===== src/design/sceq_pkg.sv =====
// shared constants, types and helpers for the scancode event queue
`timescale 1ns / 1ps
package sceq_pkg;

  localparam int QUEUE_DEPTH = 64;
  localparam int PTR_W       = (QUEUE_DEPTH > 1) ? $clog2(QUEUE_DEPTH) : 1;
  localparam int CODE_W      = 7;
  localparam int ENTRY_W     = CODE_W + 2;

  localparam logic [7:0] PREFIX_BYTE  = 8'hE0;
  localparam int         DATA_PRESENT = 0;
  localparam int         RELEASE_BIT  = 7;
  localparam int         ENT_REL      = CODE_W;
  localparam int         ENT_EXT      = CODE_W + 1;

  localparam logic KIND_SCAN = 1'b0;
  localparam logic KIND_POP  = 1'b1;

  typedef logic [PTR_W-1:0]   ptr_t;
  typedef logic [ENTRY_W-1:0] entry_t;

  // controller to datapath
  typedef struct packed {
    logic scan;       // decode a scancode word
    logic pop_read;   // read oldest entry into the result register
    logic pop_empty;  // empty pop, result is all zero
  } sceq_cmd_t;

  // datapath to controller
  typedef struct packed {
    logic empty;
  } sceq_stat_t;

  function automatic ptr_t ptr_inc(input ptr_t p);
    if (p == ptr_t'(QUEUE_DEPTH - 1)) begin
      return '0;
    end
    return p + ptr_t'(1);
  endfunction

endpackage


===== src/design/sceq_if.sv =====
// valid/ready channel interfaces for input words and result words
`timescale 1ns / 1ps
interface sceq_in_if;
  logic       valid;
  logic       ready;
  logic       kind;
  logic [7:0] status_byte;
  logic [7:0] scan_byte;

  modport source(output valid, output kind, output status_byte, output scan_byte,
                 input ready);
  modport sink(input valid, input kind, input status_byte, input scan_byte,
               output ready);
endinterface

interface sceq_out_if;
  logic       valid;
  logic       ready;
  logic       event_valid;
  logic [6:0] key_code;
  logic       is_release;
  logic       is_extended;

  modport source(output valid, output event_valid, output key_code,
                 output is_release, output is_extended, input ready);
  modport sink(input valid, input event_valid, input key_code,
               input is_release, input is_extended, output ready);
endinterface


===== src/design/sceq_ctrl.sv =====
// controller state machine: takes one word, holds the result until taken
`timescale 1ns / 1ps
module sceq_ctrl (
  input  logic                clk,
  input  logic                rst_n,
  input  logic                in_valid,
  input  logic                in_kind,
  output logic                in_ready,
  output logic                out_valid,
  input  logic                out_ready,
  input  sceq_pkg::sceq_stat_t stat,
  output sceq_pkg::sceq_cmd_t  cmd
);
  import sceq_pkg::*;

  localparam logic ST_IDLE = 1'b0;
  localparam logic ST_OUT  = 1'b1;

  logic state_r, state_nxt;
  logic accept;

  assign in_ready  = (state_r == ST_IDLE);
  assign out_valid = (state_r == ST_OUT);
  assign accept    = in_valid && in_ready;

  always_comb begin
    cmd.scan      = accept && (in_kind == KIND_SCAN);
    cmd.pop_read  = accept && (in_kind == KIND_POP) && !stat.empty;
    cmd.pop_empty = accept && (in_kind == KIND_POP) && stat.empty;
  end

  always_comb begin
    state_nxt = state_r;
    unique case (state_r)
      ST_IDLE: begin
        if (accept && (in_kind == KIND_POP)) begin
          state_nxt = ST_OUT;
        end
      end
      ST_OUT: begin
        if (out_ready) begin
          state_nxt = ST_IDLE;
        end
      end
      default: state_nxt = ST_IDLE;
    endcase
  end

  always_ff @(posedge clk) begin
    if (!rst_n) begin
      state_r <= ST_IDLE;
    end else begin
      state_r <= state_nxt;
    end
  end

endmodule


===== src/design/sceq_dp.sv =====
// datapath: prefix flag, ring pointers, event memory and result register
`timescale 1ns / 1ps
module sceq_dp (
  input  logic                 clk,
  input  logic                 rst_n,
  input  sceq_pkg::sceq_cmd_t  cmd,
  output sceq_pkg::sceq_stat_t stat,
  input  logic [7:0]           status_byte,
  input  logic [7:0]           scan_byte,
  output logic                 event_valid,
  output logic [6:0]           key_code,
  output logic                 is_release,
  output logic                 is_extended
);
  import sceq_pkg::*;

  entry_t mem [QUEUE_DEPTH];

  logic   prefix_r, prefix_nxt;
  ptr_t   wr_ptr_r, wr_ptr_nxt;
  ptr_t   rd_ptr_r, rd_ptr_nxt;
  logic   ev_valid_r, ev_valid_nxt;
  entry_t rdata_r;
  entry_t new_entry;
  logic   take, is_prefix, full, push;

  assign stat.empty = (wr_ptr_r == rd_ptr_r);
  assign full       = (ptr_inc(wr_ptr_r) == rd_ptr_r);
  assign take       = cmd.scan && status_byte[DATA_PRESENT];
  assign is_prefix  = (scan_byte == PREFIX_BYTE);
  assign push       = take && !is_prefix && !full;

  assign new_entry = {prefix_r, scan_byte[RELEASE_BIT], scan_byte[CODE_W-1:0]};

  always_comb begin
    prefix_nxt   = prefix_r;
    wr_ptr_nxt   = wr_ptr_r;
    rd_ptr_nxt   = rd_ptr_r;
    ev_valid_nxt = ev_valid_r;
    if (take) begin
      // prefix clears on any event byte, even one dropped on a full queue
      prefix_nxt = is_prefix;
    end
    if (push) begin
      wr_ptr_nxt = ptr_inc(wr_ptr_r);
    end
    if (cmd.pop_read) begin
      rd_ptr_nxt   = ptr_inc(rd_ptr_r);
      ev_valid_nxt = 1'b1;
    end
    if (cmd.pop_empty) begin
      ev_valid_nxt = 1'b0;
    end
  end

  always_ff @(posedge clk) begin
    if (!rst_n) begin
      prefix_r   <= 1'b0;
      wr_ptr_r   <= '0;
      rd_ptr_r   <= '0;
      ev_valid_r <= 1'b0;
    end else begin
      prefix_r   <= prefix_nxt;
      wr_ptr_r   <= wr_ptr_nxt;
      rd_ptr_r   <= rd_ptr_nxt;
      ev_valid_r <= ev_valid_nxt;
    end
  end

  always_ff @(posedge clk) begin
    if (push) begin
      mem[wr_ptr_r] <= new_entry;
    end
  end

  always_ff @(posedge clk) begin
    if (cmd.pop_read) begin
      rdata_r <= mem[rd_ptr_r];
    end
  end

  assign event_valid = ev_valid_r;
  assign key_code    = ev_valid_r ? rdata_r[CODE_W-1:0] : '0;
  assign is_release  = ev_valid_r && rdata_r[ENT_REL];
  assign is_extended = ev_valid_r && rdata_r[ENT_EXT];

endmodule


===== src/design/scancode_event_queue.sv =====
// top level of the scancode event queue
`timescale 1ns / 1ps
// Set-1 keyboard scancode decoder in front of a ring queue of key events.
// A word with kind 0 carries a controller status byte and a scancode byte;
// the byte is used only when status bit 0 (data present) is set. Byte 0xE0
// arms the extended prefix; any other byte becomes an event (7-bit key code,
// release flag from bit 7, extended flag) and clears the prefix. The queue
// holds QUEUE_DEPTH-1 events; an event arriving while it is full is dropped.
// A word with kind 1 pops the oldest event and returns one result word, with
// event_valid low and all fields zero if the queue is empty. Scancode words
// give no result. Scancode words can be accepted back to back. A pop word
// is accepted, the event memory read lands in the result register on that
// edge, and the result is offered from the next cycle; no new word is taken
// until the result is consumed, so an output stall holds off further input.
// Queue memory contents need no clearing after reset; only the pointers, the
// prefix flag and the result valid flag are reset.
module scancode_event_queue (
  input logic       clk,
  input logic       rst_n,
  sceq_in_if.sink   in_ch,
  sceq_out_if.source out_ch
);
  import sceq_pkg::*;

  sceq_cmd_t  cmd;
  sceq_stat_t stat;

  // sequencing: accept, issue datapath command, hold result
  sceq_ctrl u_ctrl (
    .clk       (clk),
    .rst_n     (rst_n),
    .in_valid  (in_ch.valid),
    .in_kind   (in_ch.kind),
    .in_ready  (in_ch.ready),
    .out_valid (out_ch.valid),
    .out_ready (out_ch.ready),
    .stat      (stat),
    .cmd       (cmd)
  );

  // decode, queue storage and result register
  sceq_dp u_dp (
    .clk         (clk),
    .rst_n       (rst_n),
    .cmd         (cmd),
    .stat        (stat),
    .status_byte (in_ch.status_byte),
    .scan_byte   (in_ch.scan_byte),
    .event_valid (out_ch.event_valid),
    .key_code    (out_ch.key_code),
    .is_release  (out_ch.is_release),
    .is_extended (out_ch.is_extended)
  );

endmodule

===== src/flat_wrapper.sv =====
// flat-port wrapper written by rule: the top's interface ports become plain ports
module scancode_event_queue_flat import sceq_pkg::*;
  (clk, rst_n, in_ch_valid, in_ch_kind, in_ch_status_byte, in_ch_scan_byte, in_ch_ready, out_ch_valid, out_ch_event_valid, out_ch_key_code, out_ch_is_release, out_ch_is_extended, out_ch_ready);
  sceq_in_if in_ch_i ();
  sceq_out_if out_ch_i ();
  input logic clk;
  input logic rst_n;
  input wire logic [$bits(in_ch_i.valid)-1:0] in_ch_valid;
  input wire logic [$bits(in_ch_i.kind)-1:0] in_ch_kind;
  input wire logic [$bits(in_ch_i.status_byte)-1:0] in_ch_status_byte;
  input wire logic [$bits(in_ch_i.scan_byte)-1:0] in_ch_scan_byte;
  output wire logic [$bits(in_ch_i.ready)-1:0] in_ch_ready;
  output wire logic [$bits(out_ch_i.valid)-1:0] out_ch_valid;
  output wire logic [$bits(out_ch_i.event_valid)-1:0] out_ch_event_valid;
  output wire logic [$bits(out_ch_i.key_code)-1:0] out_ch_key_code;
  output wire logic [$bits(out_ch_i.is_release)-1:0] out_ch_is_release;
  output wire logic [$bits(out_ch_i.is_extended)-1:0] out_ch_is_extended;
  input wire logic [$bits(out_ch_i.ready)-1:0] out_ch_ready;
  assign in_ch_i.valid = in_ch_valid;
  assign in_ch_i.kind = in_ch_kind;
  assign in_ch_i.status_byte = in_ch_status_byte;
  assign in_ch_i.scan_byte = in_ch_scan_byte;
  assign in_ch_ready = in_ch_i.ready;
  assign out_ch_valid = out_ch_i.valid;
  assign out_ch_event_valid = out_ch_i.event_valid;
  assign out_ch_key_code = out_ch_i.key_code;
  assign out_ch_is_release = out_ch_i.is_release;
  assign out_ch_is_extended = out_ch_i.is_extended;
  assign out_ch_i.ready = out_ch_ready;
  scancode_event_queue u_core (.clk(clk), .rst_n(rst_n), .in_ch(in_ch_i), .out_ch(out_ch_i));
endmodule

===== config.mk =====
export PLATFORM = sky130hd
export DESIGN_NAME = scancode_event_queue_flat
export DESIGN_NICKNAME = d
export VERILOG_FILES = /design/src/design/sceq_pkg.sv /design/src/design/sceq_if.sv /design/src/design/sceq_ctrl.sv /design/src/design/sceq_dp.sv /design/src/design/scancode_event_queue.sv /design/src/flat_wrapper.sv
export SDC_FILE = /design/constraint.sdc
export NUM_CORES = 1
export LEC_CHECK = 0
export BUFFER_PORTS_ARGS = -buffer_cell sky130_fd_sc_hd__buf_2
export CAP_MARGIN = 20
export CELL_PAD_IN_SITES_DETAIL_PLACEMENT = 1
export CELL_PAD_IN_SITES_GLOBAL_PLACEMENT = 1
export CORE_MARGIN = 2
export CORE_UTILIZATION = 40
export DETAILED_ROUTE_END_ITERATION = 7
export PLACE_DENSITY = 0.61
export SYNTH_ARGS = -nofsm -noshare
export SYNTH_HDL_FRONTEND = slang
export SYNTH_HIERARCHICAL = 1
export SYNTH_SLANG_ARGS = --single-unit

===== constraint.sdc =====
create_clock -name clk -period 3.9 [get_ports clk]
set_input_delay 0 -clock clk [delete_from_list [all_inputs] [get_ports clk]]
set_output_delay 0 -clock clk [all_outputs]
set_load 0.05 [all_outputs]

Yosys cells after proc, flatten, opt, wreduce, memory -nomap -nowiden
Memory sizes are Yosys's and may differ from the RTL's. A register that Yosys moved wholly into a read port is not among the register bits.
Index checks and enable logic that the tools add are counted.
{"block": "totals", "register_bits": 15, "mem_bits_rw": 576, "input_bits": 21, "out_inout_bits": 12, "wordCells": 45, "n_memories": 1}
{"block": "classes", "add_sub_neg": 2, "eq_ne": 5, "n_mux": 15, "n_bitwise": 3, "n_reduce_logical": 14}
{"name": "u_core.u_dp.mem", "depth": 64, "width": 9, "read_ports": 1, "rd_ports_with_merged_regs": 1, "write_ports": 1, "line_no": "sceq_dp.sv:17", "rtl": "entry_t mem [QUEUE_DEPTH];"}
{"operator": "two-way mux 6 bit", "n": 5}
{"operator": "adder 6 x 1 -> 6 bit (second input constant)", "n": 2}
{"operator": "equality test 6 bit", "n": 2}
{"operator": "equality test 6 bit (second input constant)", "n": 2}
{"operator": "logical AND 1 bit", "n": 10}
{"operator": "equality test 8 bit (second input constant)", "n": 1}
{"operator": "two-way mux 1 bit", "n": 8}
{"operator": "two-way mux 7 bit", "n": 1}
{"operator": "logical NOT 1 bit", "n": 3}
{"operator": "NOT 1 bit", "n": 3}
{"operator": "one-hot mux 1 bit (2 select lines)", "n": 1}
{"operator": "OR reduction 2 bit", "n": 1}

Logic depth before layout (Yosys ltp)
Gate-level depths: netlist of run 1.
{"block": "logic_depth", "ltp_word": 8, "depth_mapped": 12, "mapped_depth_nobuf": 9}

By module
The synthesis of run 1 kept the hierarchy.
{"mod": "sceq_dp", "instances": 1, "cells_each": 1094, "area_per_inst_um2": 23749.0, "seq_area_each_um2": 17847.1}
{"mod": "sceq_ctrl", "instances": 1, "cells_each": 9, "area_per_inst_um2": 80.1, "seq_area_each_um2": 20.0}

Worst setup path after synthesis of run 1
Ideal clock, no wire load.
{"block": "synth_path", "kind": "flip-flop to flip-flop", "start": "register u_core.u_dp.wr_ptr_r[0]", "end": "memory u_core/u_dp/mem[40][0] (netlist name), enable pin", "setup_ns": 0.399, "arrival_ns": 2.565, "required_time_ns": 3.501, "path_slack_ns": 0.936, "path_stages_with_launch": 10, "n_path_buf": 2, "synth_period_minus_slack_ns": 2.964, "cell_sequence": "dfxtp_1 -> ha_1 -> clkbuf_1 -> nand3_1 -> xor2_1 -> a311oi_1 -> nand3_1 -> o21ai_2 -> buf_2 -> nor4_1"}
{"block": "synth_between", "elab_chain_cells": 8, "word_cells_on_any_way": 9, "classes_between": "add/sub: 1; eq/ne: 2; mux: 4; reduce/logical: 2"}
{"element": "start: declaration", "line_no": "sceq_dp.sv:20", "rtl": "ptr_t wr_ptr_r, wr_ptr_nxt;"}
{"element": "start signal: assignment", "line_no": "sceq_dp.sv:64", "rtl": "wr_ptr_r <= wr_ptr_nxt;"}
{"element": "parallel branches: the longest is 8 deep, another holds adder 6 x 1 -> 6 bit"}
{"element": "end: declaration", "line_no": "sceq_dp.sv:17"}
Several ways; the timed one is not identified.

Final worst setup path of run 1
{"block": "layout_path", "start": "register u_core.u_dp.wr_ptr_r[0]", "end": "memory u_core/u_dp/mem[25][1] (netlist name), enable pin"}
Same word-level chain as after synthesis.

==> key figures, run 1 <==
Synthesis
  – Mapped Area: 23,830 sq um
  – Post-synth cell types: 55
  – Fraction of the mapped netlist area in simple logic gates: 3.665%
  – Post-synth top cells: edfxtp_1 (585), mux4_2 (168), nor4_1 (41)
  – Asr flop ratio synth: 0%
  – Complex-gate fraction of the synthesized area: 1.922%
  – Synthesized flop and latch total: 600
  – Leading post-synthesis cells by cell area: edfxtp_1 (74%), mux4_2 (16%), dfxtp_1 (1.3%), nor4_1 (1.1%), mux2i_1 (0.59%)
  – Post-synth EDFFs: 585
  – Syn_nets: 1,126
  – Seq/Total Area, Yosys: 74.98%
  – Yosys top cell by area: edfxtp_1
  – Most used DFF post-synth: edfxtp_1
  – Post-synthesis adder-cell area fraction: 0.1050%
  – Top-count cell post-synth: edfxtp_1
  – Post-synth top area share: 73.72%
  – Largest family of logic cells by synthesized area: multiplexers
  – Post-synthesis xor/xnor area fraction: 0.4778%
  – Yosys warns: 6
  – Syn Inst Count: 1,103
  – Mean Syn Cell Area: 21.60 sq um
  – Post-synthesis mux area share: 17.02%

Flow run
  – Max Cap Viol: 0

Setup path
  – WP data required: 4.24 ns
  – Reg2reg path depth: 9
  – Worst setup SP type: register
  – Most frequent CP cell: nand3_1
  – CP max stage cell: dfxtp_1
  – Crit path max fanout: 18
  – Crit-path cells: ha_1, nand3_1, xor2_1, a311oi_1, nand3_1, o21ai_4, buf_12, nor4_2, buf_4
  – Worst setup path category: register to register
  – CP peak stage delay: 0.59 ns
  – Worst Setup End Kind: register
  – Worst EP arrival: 3.78 ns

Route
  – DR pass1 iterations: 4
  – Iter 0 DRT Violations: 944
  – Vias per cell: 5.644
  – Residual DRC: 0
  – Wire per inst: 28.32 um
  – Routed wire length: 57.73 mm
  – Vias: 11,500
  – Antenna Violating Nets Remaining: 0

Clocking
  – TritonCTS Sinks: 600
  – Clock-pin transition on the worst setup and hold timing paths: 0.06 ns
  – H-tree levels: 3
  – TritonCTS clock tree: yes
  – Worst-Skew Late Latency: 0.59 ns
  – Total setup buffers inserted after CTS: 0
  – Max Buffers Root-to-Sink: 3
  – Root buffer cell: clkbuf_16
  – Num CTS Buffers: 66

Power
  – Pwr dens: 486.1 nW/um^2
  – Lkg Pwr: 8.452 nW
  – Peak VDD IR: 0.0003623 V

Die
  – Die area: 61,540 sq um
  – IO Pins: 33
  – Core Rows: 89
  – Die height: 248.1 um
  – Initial Utilization: 40.45%
  – Die X: 248.1 um
  – Core region area: 58,910 sq um

STA
  – Max-slew violations: 0
  – Setup TNS: 0 ns
  – Max Clk Rate: 0.2912 GHz
  – Setup violators final: 0
  – Period minus WS final: 3.435 ns
  – Slew margin rel.: 29.29%
  – Clock Skews: 0.01502 ns
  – Unrepaired setup endpoints after global routing: false
  – Fin crit share: 88.07%
  – Number of hold violations in the final report: 0
  – Hold Slack: 0.1238 ns
  – Worst slew pin tran: 1.057 ns

Place
  – I/O Buffers: 25
  – Inst Count DP: 1,916
  – HPWL Detailed: 34.60 mm
  – RD Place Congestion: 0.7721
  – Area after DPL: 25,550 sq um

Finish
  – Layout Utilization: 47.04%
  – Layout area overhead: 16.29%
  – Diodes inserted: 0
  – Layout Cells excl Fill: 2,038
  – Share of cells above drive strength 1: 33.52%
  – Fill cells: 5,303
  – Final Net Count: 1,244
  – Finished Cell Area: 27,710 sq um

Global routing
  – Grt total ovfl: 0
  – First-pass GRT wire length: 85.39 mm
  – Largest net degree at the start of global routing: 65
  – Global Route Usage Sum: 19.43%
  – Vias in the first global route: 12,270
  – Initial antenna violation count: 0

Worst hold path
  – Hold depth: 2
  – Hold crit path type: input pin to register

Outcome
  – Status: finished clean
## worst paths after layout
path	slack [ns]	from	end
worst max-delay path	0.47	u_core/u_dp/wr_ptr_r[0]$_SDFFE_PN0P_	u_core/u_dp/mem[25][1]$_DFFE_PP_
worst min-delay path	0.12	in_ch_scan_byte[0]	u_core/u_dp/mem[22][0]$_DFFE_PP_
worst max register to register	0.47	u_core/u_dp/wr_ptr_r[0]$_SDFFE_PN0P_	u_core/u_dp/mem[25][1]$_DFFE_PP_
worst min register to register	0.62	u_core/u_dp/wr_ptr_r[1]$_SDFFE_PN0P_	u_core/u_dp/wr_ptr_r[1]$_SDFFE_PN0P_
## worst max-delay path, delay by kind of cell, from the launching register on
family / cells / cell delay (ns)
flops: 1 / 0.59
simple gates: 3 / 0.57
compound gates: 2 / 0.93
fa+ha+maj: 1 / 0.39
xor+xnor: 1 / 0.20
buf+inv: 2 / 0.49
## flip-flops by register name, indices dropped and copies added (netlist names)
name	count
u_core/u_ctrl/out_valid	1
u_core/u_dp/event_valid	1
u_core/u_dp/mem	576
u_core/u_dp/prefix_r	1
u_core/u_dp/rd_ptr_r	6
u_core/u_dp/rdata_r	9
u_core/u_dp/wr_ptr_r	6
## metrics by stage
step	power, W	worst slack, ns
detailed placement	0.007571	0.4685
global route	0.01385	0.2189
floorplan	0.007381	0.9356
global placement	0.007559	0.5990
CTS	0.01362	0.4249
finish	0.01347	0.4654
## metal layers
layer	routed length, um	part of all wire, %	GRT usage, %
met5	0	0	0
met3	2968	5.1	4.105
met1	25340	44	27.04
met2	27690	48	30.84
met4	1717	3.0	6.094
## cells by family (layout without fill, tap and decap cells)
group                      after synthesis  after routing
muxes                                  187            187
and+or+nand+nor                        156            156
DFF                                    600            600
xor gates and xnor gates                13             13
AOI/OAI and AO/OA                       60             60
adders and majority gates                2              2
buffers and inverters                   85            247
## cell type report
class                   instances  area, sq um  share of cell area (%)
repair buffers                129        993.5                   3.585
flip-flops and latches        600        17880                   64.52
inverters                       6        22.52                 0.08128
well taps                     773        967.2                   3.490
multi-input cells             418         5786                   20.88
clock inverters                27        276.5                  0.9979
clock buffers                  85         1787                   6.448
## where the power goes
group	switching (W)	leakage [nW]	internal, W
Combinational	0.000232	2.09	0.000115
Clock	0.00242	0.998	0.00361
Sequential	0.0000140	5.36	0.00708
## cells in the final DEF (no fill, tap or decap), drive strengths merged, types with 6 or more instances in the layout
cell | Yosys | final
a211oi | 10 | 10
a21oi | 13 | 13
a221o | 8 | 8
a22o | 7 | 7
and2 | 11 | 11
buf | 54 | 119
bufinv | 0 | 6
clkbuf | 25 | 85
clkinv | 2 | 19
dfxtp | 15 | 15
dlygate4sd3 | 0 | 10
edfxtp | 585 | 585
inv | 4 | 7
mux2i | 14 | 14
mux4 | 173 | 173
nand2 | 19 | 19
nor2 | 30 | 30
nor2b | 11 | 11
nor3 | 13 | 13
nor4 | 41 | 41
xor2 | 8 | 8
## repair_timing
item / CTS / global route
resized for setup: 0 / 0
hold buffers: 10 / 0
endpoints found under the hold margin: 21 / 0
(Power assumes the default switching activity.)
==> run 2: changes to the inputs <==
--- a/config.mk
+++ b/config.mk
@@ -5,15 +5,15 @@
 export SDC_FILE = /design/constraint.sdc
 export NUM_CORES = 1
 export LEC_CHECK = 0
-export BUFFER_PORTS_ARGS = -buffer_cell sky130_fd_sc_hd__buf_2
+export BUFFER_PORTS_ARGS = -buffer_cell sky130_fd_sc_hd__clkbuf_2
 export CAP_MARGIN = 20
 export CELL_PAD_IN_SITES_DETAIL_PLACEMENT = 1
 export CELL_PAD_IN_SITES_GLOBAL_PLACEMENT = 1
+export CORE_ASPECT_RATIO = 1.2
 export CORE_MARGIN = 2
 export CORE_UTILIZATION = 40
 export DETAILED_ROUTE_END_ITERATION = 7
 export PLACE_DENSITY = 0.61
 export SYNTH_ARGS = -nofsm -noshare
 export SYNTH_HDL_FRONTEND = slang
-export SYNTH_HIERARCHICAL = 1
 export SYNTH_SLANG_ARGS = --single-unit
==> key figures, run 2 <==
Outcome
  – Status: finished clean

Place
  – RD Place Congestion: 0.8137 (+5.4%)
  – HPWL Detailed: 33.13 mm (-4.3%)
  – I/O Buffers: 25 (unchanged)

Synthesis
  – Mapped Area: 23,760 sq um (-0.28%)
  – Seq/Total Area, Yosys: 75.19% (+0.21 points)
  – Most used DFF post-synth: edfxtp_1
  – Post-synthesis xor/xnor area fraction: 0.5845% (+0.11 points)
  – Top-count cell post-synth: edfxtp_1
  – Largest family of logic cells by synthesized area: multiplexers
  – Syn_nets: 1,112 (-1.2%)
  – Leading post-synthesis cells by cell area: edfxtp_1 (74%), mux4_2 (16%), dfxtp_1 (1.3%), nor4_1 (0.90%), nor3_1 (0.67%)
  – Yosys warns: 0 (-6)
  – Post-synth EDFFs: 585 (unchanged)
  – Complex-gate fraction of the synthesized area: 1.811% (-0.11 points)
  – Post-synth top area share: 73.93% (+0.21 points)
  – Post-synthesis adder-cell area fraction: 0.1053% (+0.00030 points)
  – Asr flop ratio synth: 0% (unchanged)
  – Post-synthesis mux area share: 16.92% (-0.099 points)
  – Post-synth top cells: edfxtp_1 (585), mux4_2 (172), nor4_1 (34)
  – Post-synth cell types: 50 (-9.1%)
  – Fraction of the mapped netlist area in simple logic gates: 3.496% (-0.17 points)
  – Yosys top cell by area: edfxtp_1
  – Synthesized flop and latch total: 600 (unchanged)
  – Syn Inst Count: 1,089 (-1.3%)
  – Mean Syn Cell Area: 21.82 sq um (+1.0%)

Clocking
  – Max Buffers Root-to-Sink: 3 (unchanged)
  – Total setup buffers inserted after CTS: 0 (unchanged)
  – Worst-Skew Late Latency: 0.62 ns (+0.03 ns)
  – TritonCTS clock tree: yes
  – H-tree levels: 2 (-1)
  – # resized after CTS: 0 (unchanged)
  – TritonCTS Sinks: 600 (unchanged)
  – Root buffer cell: clkbuf_16
  – Num CTS Buffers: 58 (-12%)
  – Clock-pin transition on the worst setup and hold timing paths: 0.06 ns (about the same)

Power
  – Peak VDD IR: 0.0002973 V (-18%)
  – Lkg Pwr: 8.208 nW (-2.9%)
  – Pwr dens: 465.3 nW/um^2 (-4.3%)

Setup path
  – WP data required: 4.23 ns (about the same)
  – Crit path max fanout: 27 (+9)
  – Worst setup path category: register to register
  – Most frequent CP cell: buf_4
  – Crit-path cells: nor4bb_1, dlygate4sd3_1, buf_4, a21boi_0, buf_4, a21bo_4, nor4_2, buf_4
  – CP max stage cell: nor4_2
  – Worst Setup End Kind: register
  – CP peak stage delay: 0.78 ns (+0.19 ns)
  – Worst EP arrival: 3.78 ns (about the same)
  – Worst setup SP type: register

Route
  – Residual DRC: 0 (unchanged)
  – Wire per inst: 27.10 um (-4.3%)
  – Routed wire length: 55.23 mm (-4.3%)
  – Antenna Violating Nets Remaining: 0 (unchanged)
  – Iter 0 DRT Violations: 986 (+4.4%)
  – Vias: 11,270 (-2.0%)
  – Vias per cell: 5.529 (-2.0%)
  – DR pass1 iterations: 5 (+1)

Finish
  – Largest registers: u_core.u_dp.mem (576), u_core.u_dp.rdata_r (9)
  – Share of cells above drive strength 1: 33.71% (+0.19 points)
  – Diodes inserted: 0 (unchanged)
  – Commonest non-fill, non-tap cell in the layout: edfxtp_1
  – Final Net Count: 1,225 (-1.5%)
  – Top reg by flops: u_core.u_dp.mem
  – Layout area overhead: 14.79%
  – Commonest non-fill, non-tap cells in the layout: edfxtp_1 (585), mux4_2 (172), buf_4 (91)
  – Max reg flops: 576 (unchanged)

Die
  – IO Pins: 33 (unchanged)
  – Initial Utilization: 40.53% (+0.083 points)
  – Core region area: 58,620 sq um (-0.49%)
  – Die area: 61,380 sq um (-0.27%)
  – Die X: 226.5 um (-8.7%)
  – Die height: 271.0 um (+9.2%)
  – Core Rows: 97 (+9.0%)

STA
  – Clock Skews: 0.01422 ns (-0.0007996 ns)
  – Unrepaired setup endpoints after global routing: false
  – Number of hold violations in the final report: 0 (unchanged)
  – Setup TNS: 0 ns (unchanged)
  – Slew margin rel.: 40.25% (+11 points)
  – Max-slew violations: 0 (unchanged)
  – Hold Slack: 0.04612 ns (-0.07772 ns)
  – Period minus WS final: 3.450 ns (+0.01577 ns)
  – Worst slew pin tran: 0.8888 ns (-0.1679 ns)
  – Fin crit share: 88.47% (+0.40 points)
  – Setup violators final: 0 (unchanged)
  – Max Clk Rate: 0.2898 GHz (-0.46%)

Global routing
  – Grt total ovfl: 0 (unchanged)
  – Global Route Usage Sum: 18.50% (-0.93 points)
  – Initial antenna violation count: 1 (+1)
  – First-pass GRT wire length: 82.03 mm (-3.9%)
  – Vias in the first global route: 11,740 (-4.4%)
  – Largest net degree at the start of global routing: 65 (unchanged)

Worst hold path
  – Hold crit path type: input pin to register

Flow run
  – Max Cap Viol: 0 (unchanged)
## run 2: kinds of logic (layout without fill, tap and decap cells)
kind of cell | Yosys count | count (layout)
fa+ha+maj | 2 | 2
compound gates | 56 | 56
xor+xnor | 15 | 15
buf+inv | 79 | 236
mux | 185 | 185
simple gates | 152 | 152
flops | 600 | 600
## run 2: area by class of cell
type / count / area [sq um]
Clock buffer: 80 / 1594
Inverter: 2 / 7.507
Clock inverter: 24 / 160.2
Tap cell: 792 / 991.0
Multi-Input combinational cell: 410 / 5652
Sequential cell: 600 / 17880
Fill cell: 5323 / 31340
Timing Repair Buffer: 130 / 991.0
## run 2: per-layer routing
layer	global-route usage, %	part of all wire (%)	vias up
met3	2.943	4.2	80
met1	25.83	44	6095
met2	30.18	50	258
met4	5.194	2.4	2
met5	0	0.022	-
li1	-	-	4833
## run 2: what timing repair did
action                                  in CTS  in global routing
endpoints found under the setup margin       0                  0
hold buffers                                 6                  0
endpoints found under the hold margin       13                  0
## run 2: where the power goes
| part | switching (W) | leakage [nW] | internal [W] |
|---|---|---|---|
| combinational | 0.000221 | 1.99 | 0.000107 |
| clock | 0.00237 | 0.853 | 0.00291 |
| sequential | 0.00000890 | 5.37 | 0.00707 |
## run 2: worst max-delay path, delay by kind of cell, from the launching register on
family	cells	cell delay (ns)
flops	1	0.33
compound gates	2	0.54
buf+inv	4	1.20
simple gates	2	1.07
## run 2: through the flow
step	cells	worst slack, ns	utilization, %	total power (W)	cell area [sq um]
floorplan	1089	0.7577	-	0.007378	23760
global placement	1920	0.6612	43.33	0.007540	25400
detailed placement	1925	0.6655	43.40	0.007555	25440
CTS	2035	0.3843	46.49	0.01281	27250
global route	2038	0.2488	46.53	0.01304	27280
finish	2038	0.4497	46.53	0.01269	27280
## run 2: worst paths after layout
kind	start	endpoint	slack [ns]	depth (start not counted)
setup / recovery	u_core.u_ctrl.out_valid$_SDFF_PN0_	u_core.u_dp.mem[24][0]$_DFFE_PP_	0.45	8
hold reg to reg	u_core.u_dp.wr_ptr_r[5]$_SDFFE_PN0P_	u_core.u_dp.wr_ptr_r[5]$_SDFFE_PN0P_	0.60	2
hold / removal	in_ch_scan_byte[2]	u_core.u_dp.mem[6][2]$_DFFE_PP_	0.05	2
setup reg to reg	u_core.u_ctrl.out_valid$_SDFF_PN0_	u_core.u_dp.mem[24][0]$_DFFE_PP_	0.45	8
